**src/rtl/core/rcf_pkg.sv**
```systemverilog
// Shared types and constants for the ring color fader.
`default_nettype none
package rcf_pkg;

   // Default number of LED rings.
   localparam int RCF_RINGS_DEF = 6;
   localparam int RCF_MAX_RINGS = 6;

   // Divide by five through a reciprocal: (n * 205) >> 10 is exact for n < 256.
   localparam logic [7:0] RCF_FADE_RECIP = 8'd205;
   localparam int         RCF_FADE_SHIFT = 10;

   // LED span start of each ring, with the end of the last ring appended.
   localparam logic [7:0] RCF_SPAN_START [0:RCF_MAX_RINGS] = '{
      8'd0, 8'd8, 8'd24, 8'd48, 8'd80, 8'd116, 8'd160
   };

   // Operation of the shared arithmetic unit.
   typedef enum logic {
      RCF_OP_FADE,
      RCF_OP_SCALE
   } rcf_op_type;

   // Input transaction kinds.
   localparam logic RCF_KIND_SET  = 1'b0;
   localparam logic RCF_KIND_TICK = 1'b1;

endpackage : rcf_pkg
`default_nettype wire

```
**src/rtl/core/rcf_arith_unit.sv**
```systemverilog
// Shared 8x8 multiplier unit: one fade step or one video scale per issue.
`default_nettype none
module rcf_arith_unit (
   input  wire logic              clock,
   input  wire logic              issue,
   input  wire rcf_pkg::rcf_op_type op,
   input  wire logic [7:0]        opnd_a,   // current level, or color channel
   input  wire logic [7:0]        opnd_b,   // target level, or brightness
   output logic [7:0]             result    // valid the cycle after issue
);
   import rcf_pkg::*;

   logic signed [8:0] diff;
   logic              neg;
   logic [7:0]        mag;
   logic [7:0]        mul_a;
   logic [7:0]        mul_b;

   logic [15:0] prod_ff;
   rcf_op_type  op_ff;
   logic [7:0]  base_ff;
   logic        neg_ff;
   logic        zero_ff;

   logic [5:0]  step;
   logic [7:0]  scaled;

   always_comb begin
      diff  = $signed({1'b0, opnd_b}) - $signed({1'b0, opnd_a});
      neg   = diff[8];
      mag   = neg ? 8'(-diff) : diff[7:0];
      mul_a = (op == RCF_OP_FADE) ? mag : opnd_a;
      mul_b = (op == RCF_OP_FADE) ? RCF_FADE_RECIP : opnd_b;
   end

   // Capture the product and what the finishing step needs.
   always_ff @(posedge clock) begin
      if (issue) begin
         prod_ff <= mul_a * mul_b;
         op_ff   <= op;
         base_ff <= opnd_a;
         neg_ff  <= neg;
         zero_ff <= (opnd_a == 8'd0) || (opnd_b == 8'd0);
      end
   end

   always_comb begin
      step   = prod_ff[15:RCF_FADE_SHIFT];
      scaled = prod_ff[15:8] + 8'd1;
      if (op_ff == RCF_OP_FADE) begin
         result = neg_ff ? (base_ff - {2'b00, step}) : (base_ff + {2'b00, step});
      end else begin
         result = zero_ff ? 8'd0 : scaled;
      end
   end

endmodule : rcf_arith_unit
`default_nettype wire

```
**src/rtl/core/ring_color_fader.sv**
```systemverilog
// Ring color fader: per-ring color fade toward a target and brightness scaling.
//
// Usage
//   Input channel (req_*): a set-target transaction (kind 0) stores one ring's
//   target color and brightness, and with instant set copies it into the
//   current color too; it is taken while idle and returns nothing. Rings at
//   or beyond RINGS are dropped. A frame tick (kind 1) fades every channel of
//   every ring by one fifth of the remaining distance (truncated toward zero)
//   and then returns one rsp_* transaction per ring in ring order, with the
//   ring's LED span and its brightness-scaled color; rsp_last marks the final
//   ring of the tick.
//   Sequencing: one shared 8x8 multiplier does all arithmetic. Each ring needs
//   seven operations (four fades, three scales), each an issue state and a
//   write-back state, then an emit state that loads the output register.
//   req_stall stays high from the tick until the last ring's result is
//   loaded, so the next transaction is taken only after that. Receiver
//   stalls hold the emit state and add to this.
//   Reset clears all current and target levels and empties the output
//   register. When the receiver stalls, the result in the output register
//   holds and the sequencer waits before loading the next ring.
`default_nettype none
module ring_color_fader #(
   parameter int RINGS = rcf_pkg::RCF_RINGS_DEF
) (
   input  wire logic       clock,
   input  wire logic       reset,
   // Input channel
   input  wire logic       req_valid,
   output logic            req_stall,
   input  wire logic       req_kind,
   input  wire logic [2:0] req_ring,
   input  wire logic [7:0] req_red,
   input  wire logic [7:0] req_green,
   input  wire logic [7:0] req_blue,
   input  wire logic [7:0] req_brightness,
   input  wire logic       req_instant,
   // Result channel
   output logic            rsp_valid,
   input  wire logic       rsp_stall,
   output logic [2:0]      rsp_ring_index,
   output logic [7:0]      rsp_first_led,
   output logic [5:0]      rsp_led_count,
   output logic [7:0]      rsp_pixel_red,
   output logic [7:0]      rsp_pixel_green,
   output logic [7:0]      rsp_pixel_blue,
   output logic            rsp_last
);
   import rcf_pkg::*;

   localparam int RING_W = (RINGS > 1) ? $clog2(RINGS) : 1;
   localparam logic [RING_W-1:0] LAST_RING = RING_W'(RINGS - 1);

   // Operation order per ring: fade brightness, fade red, green, blue,
   // then scale red, green, blue.
   localparam logic [2:0] OP_FADE_BRT  = 3'd0;
   localparam logic [2:0] OP_FADE_LAST = 3'd3;
   localparam logic [2:0] OP_LAST      = 3'd6;
   localparam logic [1:0] CH_BRT       = 2'd3;

   typedef enum logic [1:0] {
      ST_IDLE,
      ST_ISSUE,
      ST_WB,
      ST_EMIT
   } state_type;

   state_type         state_ff;
   logic [RING_W-1:0] ring_ff;
   logic [2:0]        op_ff;
   logic [31:0]       cur_ff [RINGS];
   logic [31:0]       tgt_ff [RINGS];
   logic [7:0]        pix_ff [3];

   logic              rsp_valid_ff;
   logic [2:0]        rsp_ring_ff;
   logic [7:0]        rsp_first_ff;
   logic [5:0]        rsp_count_ff;
   logic [7:0]        rsp_red_ff;
   logic [7:0]        rsp_green_ff;
   logic [7:0]        rsp_blue_ff;
   logic              rsp_last_ff;

   logic              req_fire;
   logic              set_ok;
   logic [31:0]       req_packed;
   logic              is_fade;
   logic [1:0]        ch;
   rcf_op_type        unit_op;
   logic [7:0]        unit_a;
   logic [7:0]        unit_b;
   logic [7:0]        unit_res;
   logic              unit_issue;
   logic              out_free;
   logic              emit_load;
   logic [2:0]        ring_next;
   logic [7:0]        span_lo;
   logic [7:0]        span_hi;

   assign req_stall  = (state_ff != ST_IDLE);
   assign req_fire   = req_valid && !req_stall;
   assign set_ok     = (req_ring < 3'(RINGS));
   assign req_packed = {req_brightness, req_blue, req_green, req_red};
   assign out_free   = !rsp_valid_ff || !rsp_stall;
   assign emit_load  = (state_ff == ST_EMIT) && out_free;

   // Channel under work for the current operation.
   always_comb begin
      is_fade = (op_ff <= OP_FADE_LAST);
      if (op_ff == OP_FADE_BRT) begin
         ch = CH_BRT;
      end else if (is_fade) begin
         ch = 2'(op_ff - 3'd1);
      end else begin
         ch = 2'(op_ff - 3'd4);
      end
   end

   // Operand select for the shared unit; scaling uses the freshly faded values.
   always_comb begin
      unit_issue = (state_ff == ST_ISSUE);
      unit_op    = is_fade ? RCF_OP_FADE : RCF_OP_SCALE;
      unit_a     = cur_ff[ring_ff][8*ch +: 8];
      unit_b     = is_fade ? tgt_ff[ring_ff][8*ch +: 8] : cur_ff[ring_ff][31:24];
   end

   rcf_arith_unit u_arith (
      .clock  (clock),
      .issue  (unit_issue),
      .op     (unit_op),
      .opnd_a (unit_a),
      .opnd_b (unit_b),
      .result (unit_res)
   );

   assign ring_next = 3'(ring_ff) + 3'd1;
   assign span_lo   = RCF_SPAN_START[3'(ring_ff)];
   assign span_hi   = RCF_SPAN_START[ring_next];

   always_ff @(posedge clock) begin
      if (reset) begin
         state_ff     <= ST_IDLE;
         ring_ff      <= '0;
         op_ff        <= OP_FADE_BRT;
         rsp_valid_ff <= 1'b0;
         for (int i = 0; i < RINGS; i++) begin
            cur_ff[i] <= '0;
            tgt_ff[i] <= '0;
         end
      end else begin
         // Load a new ring result, or drop the held one once taken.
         if (emit_load) begin
            rsp_valid_ff <= 1'b1;
         end else if (!rsp_stall) begin
            rsp_valid_ff <= 1'b0;
         end
         case (state_ff)
            ST_IDLE: begin
               if (req_fire) begin
                  if (req_kind == RCF_KIND_TICK) begin
                     ring_ff  <= '0;
                     op_ff    <= OP_FADE_BRT;
                     state_ff <= ST_ISSUE;
                  end else if (set_ok) begin
                     tgt_ff[req_ring[RING_W-1:0]] <= req_packed;
                     if (req_instant) begin
                        cur_ff[req_ring[RING_W-1:0]] <= req_packed;
                     end
                  end
               end
            end
            ST_ISSUE: begin
               state_ff <= ST_WB;
            end
            ST_WB: begin
               if (is_fade) begin
                  cur_ff[ring_ff][8*ch +: 8] <= unit_res;
               end else begin
                  pix_ff[ch] <= unit_res;
               end
               if (op_ff == OP_LAST) begin
                  state_ff <= ST_EMIT;
               end else begin
                  op_ff    <= op_ff + 3'd1;
                  state_ff <= ST_ISSUE;
               end
            end
            ST_EMIT: begin
               // Hold until the output register is free, then load this ring.
               if (out_free) begin
                  rsp_ring_ff  <= 3'(ring_ff);
                  rsp_first_ff <= span_lo;
                  rsp_count_ff <= 6'(span_hi - span_lo);
                  rsp_red_ff   <= pix_ff[0];
                  rsp_green_ff <= pix_ff[1];
                  rsp_blue_ff  <= pix_ff[2];
                  rsp_last_ff  <= (ring_ff == LAST_RING);
                  op_ff        <= OP_FADE_BRT;
                  if (ring_ff == LAST_RING) begin
                     state_ff <= ST_IDLE;
                  end else begin
                     ring_ff  <= ring_ff + RING_W'(1);
                     state_ff <= ST_ISSUE;
                  end
               end
            end
            default: begin
               state_ff <= ST_IDLE;
            end
         endcase
      end
   end

   assign rsp_valid       = rsp_valid_ff;
   assign rsp_ring_index  = rsp_ring_ff;
   assign rsp_first_led   = rsp_first_ff;
   assign rsp_led_count   = rsp_count_ff;
   assign rsp_pixel_red   = rsp_red_ff;
   assign rsp_pixel_green = rsp_green_ff;
   assign rsp_pixel_blue  = rsp_blue_ff;
   assign rsp_last        = rsp_last_ff;

   // A tick takes the block busy on the next cycle.
   a_tick_busy: assert property (@(posedge clock) disable iff (reset)
      req_fire && (req_kind == RCF_KIND_TICK) |=> req_stall)
      else $error("tick accepted but block did not go busy");

   // A set-target transaction leaves the block ready.
   a_set_ready: assert property (@(posedge clock) disable iff (reset)
      req_fire && (req_kind == RCF_KIND_SET) |=> !req_stall)
      else $error("set-target transaction made the block busy");

   // Every write-back follows an issue to the shared unit.
   a_wb_after_issue: assert property (@(posedge clock) disable iff (reset)
      (state_ff == ST_WB) |-> ($past(state_ff) == ST_ISSUE))
      else $error("write-back without issue");

   // A result always names a ring that exists.
   a_ring_range: assert property (@(posedge clock) disable iff (reset)
      rsp_valid |-> (rsp_ring_index < 3'(RINGS)))
      else $error("result ring index out of range");

endmodule : ring_color_fader
`default_nettype wire

```
**config.mk**
```make
export PLATFORM = sky130hd
export DESIGN_NAME = ring_color_fader
export DESIGN_NICKNAME = d
export VERILOG_FILES = /design/src/rtl/core/rcf_pkg.sv /design/src/rtl/core/rcf_arith_unit.sv /design/src/rtl/core/ring_color_fader.sv
export SDC_FILE = /design/constraint.sdc
export NUM_CORES = 1
export LEC_CHECK = 0
export BUFFER_PORTS_ARGS = -buffer_cell sky130_fd_sc_hd__buf_2
export CORE_MARGIN = 1.5
export CORE_UTILIZATION = 60
export CTS_CLUSTER_DIAMETER = 50
export CTS_CLUSTER_SIZE = 20
export DETAILED_ROUTE_END_ITERATION = 10
export PLACE_DENSITY = 0.76
export SETUP_SLACK_MARGIN = 0.02
export SLEW_MARGIN = 20
export SYNTH_ARGS = -nofsm -noshare
export SYNTH_HDL_FRONTEND = slang
export SYNTH_SLANG_ARGS = --single-unit
```
**constraint.sdc**
```tcl
create_clock -name clock -period 9.65 [get_ports clock]
set_input_delay 1.93 -clock clock [delete_from_list [all_inputs] [get_ports clock]]
set_output_delay 1.93 -clock clock [all_outputs]
set_load 0.02 [all_outputs]
```
==> results of run 1 <==
==> power by group through the flow <==
stage	Sequential, W	Clock [W]	Combinational, W
after floorplan	0.00326	0	0.00160
after global placement	0.00329	0	0.00220
after detailed placement	0.00330	0	0.00226
after CTS	0.00324	0.00202	0.00228
after global routing	0.00326	0.00212	0.00258
final	0.00324	0.00201	0.00228
==> metal layers <==
metal	vias to the layer above	global-route usage [%]
met5	-	0
met4	2	11.5
met3	174	6.20
met2	990	48.7
met1	8769	39.3
li1	7502	-
==> stage by stage <==
step                setup WS [ns]  total power, W  cell area (um2)  hold slack [ns]  utilization [%]
global placement            0.541         0.00549            30100            0.402             64.2
global route               0.0489         0.00795            31800            0.417             67.8
CTS                         0.284         0.00755            31700            0.412             67.6
floorplan                    1.13         0.00487            29000            0.400                -
detailed placement          0.307         0.00556            30100            0.405             64.2
finish                      0.416         0.00753            31800            0.413             67.8
==> registers in the layout (all words and copies together) (netlist names), named ones only <==
name             count
u_arith.zero_ff      1
u_arith.prod_ff      8
ring_ff              3
cur_ff             256
u_arith.neg_ff       1
op_ff                3
rsp_first_led        6
pix_ff              24
rsp_valid            1
rsp_pixel_green      8
u_arith.base_ff      8
rsp_ring_index       3
rsp_led_count        4
state_ff             2
u_arith.op_ff        1
tgt_ff             256
rsp_pixel_red        8
rsp_pixel_blue       8
==> synthesized netlist by cell type (5+ instances only) <==
cell,count
a211oi_1,11
a21o_1,7
a21oi_1,31
a22oi_1,32
and2_1,14
and3_1,9
buf_2,20
buf_4,8
buf_6,11
clkbuf_1,50
dfxtp_1,12
edfxtp_1,592
fa_1,38
ha_1,73
inv_1,156
mux2_2,10
mux2i_1,17
mux4_2,150
nand2_1,83
nand2b_1,32
nand3_1,10
nand4_1,5
nor2_1,390
nor2b_1,18
nor3_1,14
o21a_1,8
o21ai_0,19
o21ai_1,5
o22ai_1,13
o32ai_1,6
or2_2,12
or3_1,5
xnor2_1,19
xor2_1,10
==> how the worst max path moves through the flow <==
stage                   from                   to  depth (start not counted)
floorplan           op_ff[0]  u_arith.prod_ff[15]                         34
global placement    op_ff[0]  u_arith.prod_ff[15]                         33
detailed placement  op_ff[0]  u_arith.prod_ff[15]                         33
CTS                 op_ff[0]  u_arith.prod_ff[15]                         33
global route        op_ff[0]  u_arith.prod_ff[15]                         33
finish              op_ff[2]  u_arith.prod_ff[15]                         34
==> repair_timing <==
| action | in CTS | in global routing |
|---|---|---|
| gates resized for setup | 0 | 1 |
| endpoints found under the setup margin | 0 | 4 |
| hold buffers | 0 | 0 |
| setup buffers | 0 | 6 |
==> cells in the final DEF (no fill, tap or decap), types with 18 or more instances in the layout <==
cell type,n
edfxtp_1,592
nor2_1,390
inv_1,156
mux4_2,150
nand2_1,83
buf_2,80
ha_1,73
conb_1,68
buf_4,50
clkbuf_16,47
fa_1,38
a22oi_1,32
a21oi_1,31
nand2b_1,28
xnor2_1,19
o21ai_0,19
nor2b_1,18
==> final cells by class <==
cell class / count / area share [%]
inverter: 160 / 1.89
clock buffer: 52 / 3.79
timing repair buffer: 137 / 2.91
antenna: 2 / 0.0158
tap: 607 / 2.39
sequential: 604 / 56.7
multi-input combinational: 1180 / 31.1
clock inverter: 31 / 1.16
==> cell families after synthesis <==
family,share of synthesized area (%)
adder cells (fa/ha/maj),5.83
other,0.0131
AO/OA/AOI/OAI,4.23
AND/OR/NAND/NOR,9.31
XOR/XNOR,0.884
flip-flops,62.7
buffers and inverters,3.96
multiplexers,13.0
==> key figures, run 1 <==
Status
  – Outcome: finished clean

Die
  – Width of the die: 222 um
  – Floorplan die area: 49200 um2
  – Site Rows: 79
  – Number of placed I/O pins: 85
  – Height of the die: 222 um
  – Core region area: 46900 um2
  – Effective utilization at floorplan: 61.3%

Logic synthesis
  – Cell Area, Synth: 28700 um2
  – Avg Cell Area, Syn: 14.6 um2
  – Yosys warning total: 0
  – Share of the synthesized area in the top cell type: 61.9%
  – Main synth FF type: edfxtp_1
  – Async set-reset flop share out of synthesis: 0%
  – Count of distinct cell types in the synthesized netlist: 74
  – Seq cells post-synth: 604
  – Library cell occupying the most area in the post-synthesis netlist: edfxtp_1
  – Count of flip-flops with a built-in enable after synthesis: 592
  – Proportion of synthesized chip area in sequential cells: 62.7%
  – Cell types occupying the most area after synthesis: edfxtp_1, mux4_2, nor2_1, ha_1, fa_1
  – Post-Syn Instances: 1970

Power
  – Net switching share of the total power: 32.7%
  – Clock network power share: 26.7%
  – Sequential Power Share: 43.0%
  – VDD IR max: 0.000216 V
  – Switching power: 0.00247 W
  – Internal portion of total power: 0.00507 W
  – Pwr dens: 237 nW/um2
  – Comb pwr share: 30.3%
  – Static Leak: 11.6 nW

Timing
  – Final number of max-transition violations: 0
  – Finish-stage setup viols: 0
  – Final worst-path cycle share: 95.7%
  – Unrepaired setup endpoints after global routing: false
  – Post-Route Setup TNS: 0 ns
  – Worst Skew: 0.0306 ns
  – Actual transition at the worst max-transition pin: 1.12 ns
  – Min Clock Period, post-route: 9.23 ns
  – Final number of hold-violating endpoints: 0
  – Maximum clock frequency: 0.108 GHz
  – Relative slew slack: 24.5%

CTS
  – Maximum count of clock buffers along a single path: 3
  – H-tree Lvls: 2
  – Post-CTS clock slew at the launch and capture registers of the worst setup and hold paths: 0.08 ns
  – Buffer type at the clock tree root: clkbuf_16
  – TritonCTS clock tree: done
  – Number of buffers created by CTS: 46
  – Clock latency on the worst-skew pair: 0.62 ns
  – Clock Sink Count: 604

Routing
  – Vias after detailed routing: 17400
  – First drt pass iteration count: 5
  – Antenna-violating nets left: 0
  – Number of violations reported at the end of detailed-routing iteration 0: 2005
  – Total Wirelength: 71.7 mm
  – Metal-1 WL: 26.7 mm
  – Via density per instance: 6.29
  – Detail Route met2 WL: 35.0 mm
  – Total met3 wirelength after detailed routing: 7.12 mm
  – WL/cell: 25.9 um
  – Max Used Layer: met5
  – Remaining routing DRC violations: 0

Placement
  – Total placed cells including tap cells: 2681
  – Port bufs: 80
  – Estimated wirelength of the detail-placed design: 48.5 mm
  – Last weighted congestion value of the routability-driven placer: 0.892

Critical path
  – Setup slack on the worst flop-to-flop path: 0.42 ns
  – Worst reg-to-reg path cell count: 34
  – Cell family contributing the most delay on the critical path: adder cells
  – Critical path arrival: 9.58 ns
  – Cell with the biggest individual delay on the critical path: dfxtp_1
  – Type of origin of the critical path: register
  – Endpoint of the worst-slack reg-to-reg timing path: u_arith.prod_ff[15]
  – Crit path largest cell delay: 0.54 ns
  – Number of buffers and inverters on the critical path: 7
  – Startpoint of the worst-slack reg-to-reg timing path: op_ff[2]
  – Maximum fanout encountered on the critical timing path: 8
  – Crit. End Element: register
  – Req. time, crit path: 10.00 ns
  – Worst path most repeated cell: inv_1
  – Worst setup path category: reg -> reg

Finish
  – Count of placed standard cells in the final layout, fillers left out: 2773
  – Number of fillers in the final layout: 3169
  – Area Overhead vs Synth: 10.6%
  – Nets: 2281
  – Share of layout cells above drive strength 1: 19.2%
  – Multi-input gate area in the final layout: 9880 um2
  – Register cell area after layout: 18000 um2

Worst hold path
  – Hold path cells: 0
  – Type of the tightest min-delay check: reg -> reg
  – Launch point of the worst hold path: pix_ff[1][4]
  – Min-Delay Endpoint: rsp_pixel_green[4]

Global route
  – Grt ovf: 0
  – Via count of the first global-routing pass: 17600
  – Antenna violations before repair: 2
  – Global-route wire length before repair: 107 mm
  – Maximum number of pins on one net before global-route repair: 45
  – Tot GR Track Use: 29.6%

Run
  – Max-capacitance violation count: 0
Power figures use the tool's default switching activity.
==> run 2: changes to the inputs <==
--- a/config.mk
+++ b/config.mk
@@ -7,10 +7,11 @@
 export LEC_CHECK = 0
 export BUFFER_PORTS_ARGS = -buffer_cell sky130_fd_sc_hd__buf_2
 export CORE_MARGIN = 1.5
-export CORE_UTILIZATION = 60
+export CORE_UTILIZATION = 57
 export CTS_CLUSTER_DIAMETER = 50
 export CTS_CLUSTER_SIZE = 20
 export DETAILED_ROUTE_END_ITERATION = 10
+export GPL_TIMING_DRIVEN = 0
 export PLACE_DENSITY = 0.76
 export SETUP_SLACK_MARGIN = 0.02
 export SLEW_MARGIN = 20
==> constraint.sdc (replaced) <==
create_clock -name clock -period 8.3 [get_ports clock]
set_input_delay 1.66 -clock clock [delete_from_list [all_inputs] [get_ports clock]]
set_output_delay 1.66 -clock clock [all_outputs]
set_load 0.02 [all_outputs]
==> run 2 against run 1 <==
Against the previous run: the flow now finishes with violations (setup timing); combinational power is 48% higher; fmax is 11% higher; setup slack lost 0.44 ns; first-iteration DRC count is 22% higher; design area is 5.0% higher; count of clock-buffer cells in the layout is 1 higher; die area rose by 5.2%; utilization shrank 1.1 points; global-route usage grew 1.6 points; critical path depth unchanged; critical path type unchanged; largest power group unchanged.
==> key figures, run 2 (synthesis gave the netlist of run 1 again) <==
CTS
  – Post-CTS clock slew at the launch and capture registers of the worst setup and hold paths: 0.08 ns
  – Number of buffers created by CTS: 49
  – Maximum count of clock buffers along a single path: 3
  – H-tree Lvls: 2
  – Clock Sink Count: 604
  – Buffer type at the clock tree root: clkbuf_16
  – Clock latency on the worst-skew pair: 0.65 ns
  – TritonCTS clock tree: done

Routing
  – Total Wirelength: 78.7 mm
  – WL/cell: 26.8 um
  – Via density per instance: 6.27
  – Antenna-violating nets left: 0
  – Remaining routing DRC violations: 0
  – Number of violations reported at the end of detailed-routing iteration 0: 2455
  – First drt pass iteration count: 7
  – Vias after detailed routing: 18400

Power
  – VDD IR max: 0.000283 V
  – Switching power: 0.00327 W
  – Pwr dens: 287 nW/um2
  – Net switching share of the total power: 34.1%
  – Static Leak: 12.2 nW
  – Sequential Power Share: 39.2%
  – Internal portion of total power: 0.00632 W
  – Clock network power share: 25.6%
  – Comb pwr share: 35.2%

Placement
  – Pre-CTS setup slack: -1.99 ns
  – Estimated wirelength of the detail-placed design: 54.6 mm
  – Last weighted congestion value of the routability-driven placer: 0.941
  – Port bufs: 78

Critical path
  – Crit. End Element: register
  – Worst setup path category: reg -> reg
  – Type of origin of the critical path: register
  – Cell with the biggest individual delay on the critical path: fa_1
  – Crit path largest cell delay: 0.54 ns
  – Req. time, crit path: 8.69 ns
  – Critical path arrival: 8.71 ns
  – Worst path most repeated cell: fa_1
  – Maximum fanout encountered on the critical timing path: 4

Global route
  – Global-route wire length before repair: 115 mm
  – Tot GR Track Use: 31.2%
  – Antenna violations before repair: 1
  – Via count of the first global-routing pass: 18600
  – Maximum number of pins on one net before global-route repair: 22
  – Grt ovf: 0

Die
  – Floorplan die area: 51700 um2
  – Effective utilization at floorplan: 57.5%
  – Height of the die: 227 um
  – Number of placed I/O pins: 85
  – Width of the die: 227 um
  – Site Rows: 82
  – Core region area: 50000 um2

Timing
  – Min Clock Period, post-route: 8.33 ns
  – Relative slew slack: 13.2%
  – Final worst-path cycle share: 100%
  – Maximum clock frequency: 0.120 GHz
  – Post-Route Setup TNS: -0.0428 ns
  – Unrepaired setup endpoints after global routing: true
  – Final number of max-transition violations: 0
  – Final number of hold-violating endpoints: 0
  – Least setup slack across all paths after layout: -0.0256 ns
  – Actual transition at the worst max-transition pin: 1.30 ns
  – Worst Skew: 0.0299 ns
  – Hold WS: 0.421 ns
  – Finish-stage setup viols: 2

Finish
  – Nets: 2376
  – Area Overhead vs Synth: 16.1%
  – Largest regs: cur_ff (256), tgt_ff (256), pix_ff (24)
  – Most common cell after layout, fill and taps aside: edfxtp_1
  – Number of fillers in the final layout: 3413
  – Register cell area after layout: 18000 um2
  – Multi-input gate area in the final layout: 10400 um2
  – Share of layout cells above drive strength 1: 23.7%
  – Highest-count cells in the layout ignoring fill and taps: edfxtp_1, nor2_1, inv_1, mux4_2, nand2_1

Status
  – Violated checks: setup timing
  – Outcome: finished, violations left

Worst hold path
  – Type of the tightest min-delay check: reg -> reg

Run
  – Max-capacitance violation count: 0
run 2: final timing paths:
| path | start | endpoint | slack [ns] | cells after the start |
|---|---|---|---|---|
| worst max-delay path | op_ff[0] | u_arith.prod_ff[15] | -0.03 | 34 |
| worst min-delay path | pix_ff[0][2] | rsp_pixel_red[2] | 0.42 | 0 |
| worst max register to register | op_ff[0] | u_arith.prod_ff[15] | -0.03 | 34 |
| worst min register to register | pix_ff[0][2] | rsp_pixel_red[2] | 0.42 | 0 |
run 2: area by class of cell:
class                           count  share of cell area (%)
Timing Repair Buffer              137                    2.98
Multi-Input combinational cell   1180                    31.2
Clock buffer                       53                    3.72
Clock inverter                     39                    1.35
Tap cell                          672                    2.52
Buffer                             92                    2.32
Antenna cell                        2                  0.0150
Inverter                          160                    1.82
Sequential cell                   604                    54.1
run 2: worst max-delay path, delay by kind of cell, from the launching register on:
| kind | cells | cell delay, ns |
|---|---|---|
| mux | 2 | 0.86 |
| xor+xnor | 1 | 0.12 |
| compound gates | 11 | 2.26 |
| simple gates | 6 | 1.22 |
| flops | 1 | 0.37 |
| fa+ha+maj | 7 | 2.72 |
| buf+inv | 7 | 0.55 |
run 2: power groups by stage:
| stage | Clock, W | Sequential, W | Combinational [W] |
|---|---|---|---|
| 3_3_place_gp | 0 | 0.00381 | 0.00247 |
| 6_report | 0.00245 | 0.00376 | 0.00338 |
| 5_1_grt | 0.00256 | 0.00377 | 0.00369 |
| 2_1_floorplan | 0 | 0.00380 | 0.00187 |
| 4_1_cts | 0.00245 | 0.00375 | 0.00300 |
| 3_5_place_dp | 0 | 0.00382 | 0.00260 |
run 2: what timing repair did:
action | 4_1_cts | 5_1_grt
gates cloned | 0 | 0
buffers inserted | 37 | 12
hold endpoints to repair | 0 | 0
resized for setup | 129 | 40
hold buffers | 0 | 0
pin swaps | 30 | 36
setup endpoints to repair | 8 | 5
run 2: layer usage:
| metal | GRT usage [%] | wire, um |
|---|---|---|
| met2 | 50.1 | 37600 |
| met3 | 7.03 | 9080 |
| met5 | 0 | 0 |
| met4 | 15.7 | 4400 |
| met1 | 40.3 | 27600 |
run 2: metrics by stage:
stage | instance area (um2) | total power [W] | std cells | util [%]
final | 33300 | 0.00958 | 2939 | 66.7
after global routing | 33300 | 0.0100 | 2937 | 66.7
after CTS | 33100 | 0.00921 | 2926 | 66.2
after detailed placement | 30500 | 0.00642 | 2797 | 61.0
after global placement | 30200 | 0.00628 | 2787 | 60.5
after floorplan | 29000 | 0.00566 | 2037 | -
